[src/rtl/core/med5_pkg.sv]
package med5_pkg;

    localparam int unsigned WIN_KEEP = 4;
    localparam int unsigned SEEN_W   = 3;
    localparam int unsigned EMIT_W   = 3;

    localparam logic [SEEN_W-1:0] SEEN_MAX    = 3'd7;
    localparam logic [SEEN_W-1:0] SEEN_PASS   = 3'd2;
    localparam logic [SEEN_W-1:0] SEEN_MEDIAN = 3'd4;

    // Bit positions of the pending-result mask, emitted lowest first.
    localparam int unsigned EMIT_MID  = 0;
    localparam int unsigned EMIT_HOLD = 1;
    localparam int unsigned EMIT_NEW  = 2;

    typedef logic [EMIT_W-1:0] emit_t;

    typedef struct packed {
        logic shift;
        logic clear;
    } cell_ctl_t;

endpackage

[src/rtl/core/med5_cell.sv]
module med5_cell #(
    parameter int unsigned WIDTH = 16
) (
    input  logic                  clk,
    input  logic                  rst_n,
    input  med5_pkg::cell_ctl_t   ctl,
    input  logic [WIDTH-1:0]      d,
    output logic [WIDTH-1:0]      q
);

    logic [WIDTH-1:0] q_reg;

    always_ff @(posedge clk or negedge rst_n)
    begin
        if (!rst_n)
        begin
            q_reg <= '0;
        end
        else if (ctl.clear)
        begin
            q_reg <= '0;
        end
        else if (ctl.shift)
        begin
            q_reg <= d;
        end
    end

    assign q = q_reg;

endmodule

[src/rtl/core/med5_cmpx.sv]
module med5_cmpx #(
    parameter int unsigned WIDTH = 16
) (
    input  logic [WIDTH-1:0] a,
    input  logic [WIDTH-1:0] b,
    output logic [WIDTH-1:0] lo,
    output logic [WIDTH-1:0] hi
);

    logic swap;

    assign swap = a > b;
    assign lo   = swap ? b : a;
    assign hi   = swap ? a : b;

endmodule

[src/rtl/core/median5_stream_filter.sv]
// Streaming five-tap median filter. One transaction is accepted per clock cycle
// while no pending result stalls the pipeline, and an accepted transaction passes
// through the stage 1 and 2 registers into the result register that drives the port.
// Position p of a sequence is replaced by the median of positions p-2 to p+2, so
// results trail the input by two transactions; the first two and the last two
// positions pass through unchanged. A transaction flagged is_last produces up to
// three results, given one after another from the result register, and holds
// off the input while they drain. The window lives in a chain of four value cells;
// the median is taken by a compare-exchange network split over two pipeline stages.
module median5_stream_filter #(
    parameter int unsigned DATA_WIDTH = 16
) (
    input  logic                  clk,
    input  logic                  rst_n,
    input  logic                  in_valid,
    output logic                  in_ready,
    input  logic [DATA_WIDTH-1:0] delta_in,
    input  logic                  is_last,
    output logic                  out_valid,
    input  logic                  out_ready,
    output logic [DATA_WIDTH-1:0] delta_out,
    output logic                  out_last
);

    logic in_fire;
    logic out_fire;

    // Window cells, entry 0 newest.
    med5_pkg::cell_ctl_t   cell_ctl;
    logic [DATA_WIDTH-1:0] win [med5_pkg::WIN_KEEP];

    logic [med5_pkg::SEEN_W-1:0] seen_reg;
    logic [med5_pkg::SEEN_W-1:0] seen_next;

    med5_pkg::emit_t emit_in;
    logic            use_med_in;

    // Stage 1: raw five values.
    logic                  s1_v_reg;
    logic                  s1_med_reg;
    med5_pkg::emit_t       s1_emit_reg;
    logic [DATA_WIDTH-1:0] s1_a_reg, s1_b_reg, s1_c_reg, s1_d_reg, s1_e_reg;

    // Stage 2: one sorted pair and two single values.
    logic                  s2_v_reg;
    logic                  s2_med_reg;
    med5_pkg::emit_t       s2_emit_reg;
    logic [DATA_WIDTH-1:0] s2_p0_reg, s2_p1_reg, s2_s_reg, s2_e_reg;
    logic [DATA_WIDTH-1:0] s2_pass_reg, s2_hold_reg;

    // Stage 3: result register.
    logic                  s3_v_reg;
    med5_pkg::emit_t       s3_emit_reg;
    logic [DATA_WIDTH-1:0] s3_mid_reg, s3_hold_reg, s3_new_reg;

    logic [DATA_WIDTH-1:0] lo_ab, hi_ab, lo_cd, hi_cd;
    logic                  drop_ab;
    logic [DATA_WIDTH-1:0] pair_lo, pair_hi, single;
    logic [DATA_WIDTH-1:0] q0, q1, med, mid_val;

    med5_pkg::emit_t emit_rest;
    logic            s3_done, s3_free, s2_free, s1_free;

    assign in_fire  = in_valid && in_ready;
    assign out_fire = out_valid && out_ready;

    assign cell_ctl = '{shift: in_fire && !is_last, clear: in_fire && is_last};

    genvar gi;
    generate
        for (gi = 0; gi < med5_pkg::WIN_KEEP; gi++)
        begin : g_win
            if (gi == 0)
            begin : g_head
                med5_cell #(.WIDTH(DATA_WIDTH)) u_cell (
                    .clk   (clk),
                    .rst_n (rst_n),
                    .ctl   (cell_ctl),
                    .d     (delta_in),
                    .q     (win[gi])
                );
            end
            else
            begin : g_body
                med5_cell #(.WIDTH(DATA_WIDTH)) u_cell (
                    .clk   (clk),
                    .rst_n (rst_n),
                    .ctl   (cell_ctl),
                    .d     (win[gi-1]),
                    .q     (win[gi])
                );
            end
        end
    endgenerate

    always_comb
    begin
        seen_next = seen_reg;
        if (cell_ctl.clear)
        begin
            seen_next = '0;
        end
        else if (cell_ctl.shift && (seen_reg != med5_pkg::SEEN_MAX))
        begin
            seen_next = seen_reg + 1'b1;
        end
    end

    always_ff @(posedge clk or negedge rst_n)
    begin
        if (!rst_n)
        begin
            seen_reg <= '0;
        end
        else
        begin
            seen_reg <= seen_next;
        end
    end

    always_comb
    begin
        emit_in                      = '0;
        emit_in[med5_pkg::EMIT_MID]  = seen_reg >= med5_pkg::SEEN_PASS;
        emit_in[med5_pkg::EMIT_HOLD] = is_last && (seen_reg != '0);
        emit_in[med5_pkg::EMIT_NEW]  = is_last;
        use_med_in                   = seen_reg >= med5_pkg::SEEN_MEDIAN;
    end

    // The result register keeps a transaction until every pending result is taken.
    assign emit_rest = s3_emit_reg & (s3_emit_reg - 1'b1);
    assign s3_done   = out_fire && (emit_rest == '0);
    assign s3_free   = !s3_v_reg || s3_done;
    assign s2_free   = !s2_v_reg || s3_free;
    assign s1_free   = !s1_v_reg || s2_free;
    assign in_ready  = s1_free;

    // First half of the median: sort two pairs and drop the smaller of their minima,
    // which cannot be the median.
    med5_cmpx #(.WIDTH(DATA_WIDTH)) u_cx_ab (
        .a  (s1_a_reg),
        .b  (s1_b_reg),
        .lo (lo_ab),
        .hi (hi_ab)
    );

    med5_cmpx #(.WIDTH(DATA_WIDTH)) u_cx_cd (
        .a  (s1_c_reg),
        .b  (s1_d_reg),
        .lo (lo_cd),
        .hi (hi_cd)
    );

    assign drop_ab = lo_ab <= lo_cd;
    assign pair_lo = drop_ab ? lo_cd : lo_ab;
    assign pair_hi = drop_ab ? hi_cd : hi_ab;
    assign single  = drop_ab ? hi_ab : hi_cd;

    // Second half: the median is now the second smallest of the four values left.
    med5_cmpx #(.WIDTH(DATA_WIDTH)) u_cx_se (
        .a  (s2_s_reg),
        .b  (s2_e_reg),
        .lo (q0),
        .hi (q1)
    );

    always_comb
    begin
        if (s2_p0_reg <= q0)
        begin
            med = (s2_p1_reg < q0) ? s2_p1_reg : q0;
        end
        else
        begin
            med = (s2_p0_reg < q1) ? s2_p0_reg : q1;
        end
        mid_val = s2_med_reg ? med : s2_pass_reg;
    end

    always_ff @(posedge clk or negedge rst_n)
    begin
        if (!rst_n)
        begin
            s1_v_reg <= 1'b0;
            s2_v_reg <= 1'b0;
            s3_v_reg <= 1'b0;
        end
        else
        begin
            if (s1_free)
            begin
                s1_v_reg <= in_fire && (emit_in != '0);
            end
            if (s2_free)
            begin
                s2_v_reg <= s1_v_reg;
            end
            if (s3_free)
            begin
                s3_v_reg <= s2_v_reg;
            end
        end
    end

    always_ff @(posedge clk)
    begin
        if (s1_free)
        begin
            s1_a_reg    <= win[3];
            s1_b_reg    <= win[2];
            s1_c_reg    <= win[1];
            s1_d_reg    <= win[0];
            s1_e_reg    <= delta_in;
            s1_med_reg  <= use_med_in;
            s1_emit_reg <= emit_in;
        end
        if (s2_free)
        begin
            s2_p0_reg   <= pair_lo;
            s2_p1_reg   <= pair_hi;
            s2_s_reg    <= single;
            s2_e_reg    <= s1_e_reg;
            s2_pass_reg <= s1_c_reg;
            s2_hold_reg <= s1_d_reg;
            s2_med_reg  <= s1_med_reg;
            s2_emit_reg <= s1_emit_reg;
        end
        if (s3_free)
        begin
            s3_mid_reg  <= mid_val;
            s3_hold_reg <= s2_hold_reg;
            s3_new_reg  <= s2_e_reg;
            s3_emit_reg <= s2_emit_reg;
        end
        else if (out_fire)
        begin
            s3_emit_reg <= emit_rest;
        end
    end

    always_comb
    begin
        if (s3_emit_reg[med5_pkg::EMIT_MID])
        begin
            delta_out = s3_mid_reg;
        end
        else if (s3_emit_reg[med5_pkg::EMIT_HOLD])
        begin
            delta_out = s3_hold_reg;
        end
        else
        begin
            delta_out = s3_new_reg;
        end
    end

    assign out_valid = s3_v_reg;
    assign out_last  = !s3_emit_reg[med5_pkg::EMIT_MID] && !s3_emit_reg[med5_pkg::EMIT_HOLD]
                       && s3_emit_reg[med5_pkg::EMIT_NEW];

endmodule

[config.mk]
export PLATFORM = sky130hd
export DESIGN_NAME = median5_stream_filter
export DESIGN_NICKNAME = d
export VERILOG_FILES = /design/src/rtl/core/med5_pkg.sv /design/src/rtl/core/med5_cell.sv /design/src/rtl/core/med5_cmpx.sv /design/src/rtl/core/median5_stream_filter.sv
export SDC_FILE = /design/constraint.sdc
export NUM_CORES = 1
export LEC_CHECK = 0
export BUFFER_PORTS_ARGS = -buffer_cell sky130_fd_sc_hd__buf_4
export CORE_MARGIN = 8
export CORE_UTILIZATION = 40
export CTS_BUF_LIST = sky130_fd_sc_hd__clkbuf_16
export DETAILED_ROUTE_END_ITERATION = 8
export PLACE_DENSITY = 0.61
export REMOVE_ABC_BUFFERS = 1
export SKIP_LAST_GASP = 1
export SYNTH_ARGS = -nofsm -noshare
export SYNTH_HDL_FRONTEND = slang
export SYNTH_SLANG_ARGS = --single-unit
[constraint.sdc]
create_clock -name clk -period 8.75 [get_ports clk]
set_input_delay 0.875 -clock clk [delete_from_list [all_inputs] [get_ports clk]]
set_output_delay 0.875 -clock clk [all_outputs]
set_load 0.03 [all_outputs]
==> metrics.md <==
| Metric | Value |
|---|---|
| Status | finished clean |
| CP Capture Type | register |
| Hold crit path type | reg2reg |
| Post-DP HPWL | 26000 µm |
| Layout cells sized above 1 | 10.8% |
| Avg Cell Area, Syn | 12.2 µm² |
| Crit share post-route | approximately 69% |
| Routed WL per cell | 18.8 µm |
| Clock-pin slew on the worst setup and hold paths | roughly 0.06 ns |
| Worst slew pin tran | ~1.1 ns |
| Total global-route track usage | roughly 15% |
| Sequential area share after synthesis | approximately 56% |
| Crit path time final | 6.03 ns |
| Placement Cell Area | 16700 µm² |
| Total gr overflow | 0 |
| FILL cells | 3539 |
| Most common cell after layout, fill and taps aside | edfxtp_1 |
| I/O Buffers | 39 |
| Max Clock Skew | roughly 0.015 ns |
| Clk buf depth | 3 |
| Critical path, cell by cell | ha_1 > nand4_2 > nor4_1 > o21ai_1 > and4_1 > nor2_4 > buf_4 > mux2i_1 > ha_1 > a21o_1 > a21o_1 > a21o_1 > a21oi_1 > o221ai_1 > a311oi_1 > o21ai_1 > nand4_1 > o221ai_1 |
| FF/Latch Area | 8810 µm² |
| CP max-delay cell | nand4_1 |
| Chip height | 215 µm |
| Most frequent cells in the layout | edfxtp_1, mux2i_1, inv_1, nand2_1, ha_1 |
| Routing usage on met2 | a little under a quarter |
| Initial Utilization | 40.2% |
| CTS Hold Bufs | 0 |
| Via count | 9716 |
| Skew-Pair Late Insertion Delay | 0.56 ns |
| Mapped Cells | 1302 |
| Final design utilization | 44.9% |
| Fin. Hold Viols | 0 |
| Max-cap violation count | 0 |
| ANT nets after route | 0 |
| Worst slew margin relative to its limit | 25.8% |
| H-tree levels | 1 |
| Num CTS Buffers | 30 |
| DR iter-0 viols | around 570 |
| Worst hold slack | 0.415 ns |
| Fmax | 166 MHz |
| Pins Over Slew Limit | 0 |
| CTS Root Buffer Type | clkbuf_16 |
| Ys Warns | 0 |
| Synth cell types | 68 |
| DR vias/cell | 5.16 |
| GR peak layer | met2 |
| IO Count | 40 |
| Synthesis-to-layout area growth | 11.6% |
| CTS tree | done |
| Post-CTS Resized | 0 |
| Setup violations, final | 0 |
| Synth Register Bits | 305 |
| Drt pass-1 iters | 5 |
| CP required | 9.01 ns |
| CP dominant cell by count | a21o_1 |
| Final WL | 35400 µm |
| Die Area | 46200 µm² |
| Initial antenna violation count | 0 |
| Gpl congestion | 0.864 |
| Design Area, Final | 17700 µm² |
| Multi-input gate area | 6460 µm² |
| Crit-path max cell delay | 0.80 ns |
| First-pass GRT wire length | between 50000 and 60000 µm |
| Die width | 215 µm |
| Netlist Area Pre-Place | 15800 µm² |
| RSZ-0062 raised after global routing | false |
| Ant diodes | 0 |
| CTS Sinks | approximately 310 |
| Startpoint types | register |
| Post-synth EDFFs | 235 |
| Core area | a little under 40000 µm² |
| Post-CTS setup buffer count | 0 |
| Worst Path Class, Setup | reg2reg |
| Met3 Use GR | 2.26% |
| Largest net degree at the start of global routing | approximately 100 |
| Final net count | 1465 |
| Leading register cell type out of synthesis | edfxtp_1 |
| CP arrival | 6.28 ns |
| GRT met1 Usage | 21.9% |
| Async SR Flop Fraction | 23.0% |
| DRC Markers | 0 |
| CP max FO | 25 |
| Num rows | 73 |
| Vias in the first global route | 9696 |
| Max reg flops | 48 |
==> worst max-delay path, delay by kind of cell, from the launching register on <==
kind,cells,cell delay [ns]
adders and majority gates,2,0.67
AOI/OAI and AO/OA,9,1.68
muxes,1,0.38
and+or+nand+nor,5,2.13
buffers and inverters,1,0.41
DFF,1,0.41
==> per-layer routing <==
layer  wire (µm)  vias to the layer above
met5           0                        -
met4         741                        0
met3        1400                       48
met2       15500                      158
met1       17700                     4689
li1            -                     4821
==> stage by stage <==
stage | TNS [ns] | std cells | worst slack, ns
after global routing | 0 | 1882 | 2.27
after CTS | 0 | 1882 | 2.76
after global placement | 0 | 1826 | 2.91
final | 0 | 1882 | 2.72
after floorplan | -36.74 | 1251 | -0.460
after detailed placement | 0 | 1826 | 2.81
==> kinds of logic (layout without fill, tap and decap cells) <==
logic type / after synthesis / count (layout) / synth area share, %
multiplexers: 176 / 176 / 11.5
AO/OA/AOI/OAI: 245 / 245 / 10.3
buffers and inverters: 159 / 214 / 4.01
flip-flops: 305 / 305 / 55.6
AND/OR/NAND/NOR: 305 / 305 / 9.75
adder cells (fa/ha/maj): 112 / 112 / 8.84
==> cell usage after synthesis, types with 2 or more instances <==
| cell type | count | area share (%) |
|---|---|---|
| a21o_1 | 24 | 1.1 |
| inv_1 | 108 | 2.6 |
| nand4_1 | 20 | 0.79 |
| buf_4 | 3 | 0.14 |
| ha_1 | 111 | 8.8 |
| mux2_4 | 7 | 0.66 |
| nand2b_1 | 83 | 3.3 |
| a21oi_1 | 40 | 1.3 |
| buf_2 | 3 | 0.095 |
| o21ai_1 | 3 | 0.095 |
| mux2_2 | 15 | 1.1 |
| nand3_1 | 8 | 0.25 |
| edfxtp_1 | 235 | 45 |
| a31oi_1 | 3 | 0.12 |
| or2_2 | 3 | 0.12 |
| mux2_1 | 5 | 0.36 |
| nor2_1 | 37 | 0.88 |
| and2_1 | 2 | 0.079 |
| o31ai_1 | 3 | 0.14 |
| and3_1 | 2 | 0.079 |
| a211oi_1 | 13 | 0.62 |
| buf_1 | 2 | 0.047 |
| o21bai_1 | 2 | 0.095 |
| o221ai_1 | 11 | 0.61 |
| and4_1 | 3 | 0.17 |
| o21ai_0 | 103 | 3.3 |
| o221ai_2 | 7 | 0.66 |
| o21a_1 | 11 | 0.52 |
| o22ai_1 | 2 | 0.079 |
| dfrtp_1 | 70 | 11 |
| nor3b_1 | 2 | 0.095 |
| o211ai_1 | 2 | 0.095 |
| mux2i_1 | 149 | 9.4 |
| nand2_1 | 114 | 2.7 |
| nor3_1 | 14 | 0.44 |
| nor4_1 | 3 | 0.12 |
| clkbuf_1 | 41 | 0.97 |
| a22oi_1 | 4 | 0.19 |
| nor2b_1 | 4 | 0.16 |
| a2111oi_4 | 2 | 0.35 |
==> path summary, 6_finish.rpt <==
check | from | endpoint | slack (ns) | cells after the start
worst max-delay path | s2_s_reg[15] | s3_mid_reg[8] | 2.72 | 18
worst min-delay path | s1_e_reg[3] | s2_e_reg[3] | 0.42 | 0
worst max register to register | s2_s_reg[15] | s3_mid_reg[8] | 2.72 | 18
worst min register to register | s1_e_reg[3] | s2_e_reg[3] | 0.42 | 0
max in group asynchronous | rst_n | g_win[1].g_body.u_cell.q[9] | 7.68 | 1
min in group asynchronous | rst_n | g_win[1].g_body.u_cell.q[6] | 0.45 | 1
==> final cells by class <==
cell class	count	area share [%]
clock buffer	32	4.53
clock inverter	24	0.871
inverter	108	2.30
multi-input combinational	838	36.6
sequential	305	49.9
tap	525	3.72
timing repair buffer	50	2.13
Power is left out: the tool's default activity adds up to more than one toggle a clock period on the data nets, which glitch-free logic cannot reach.
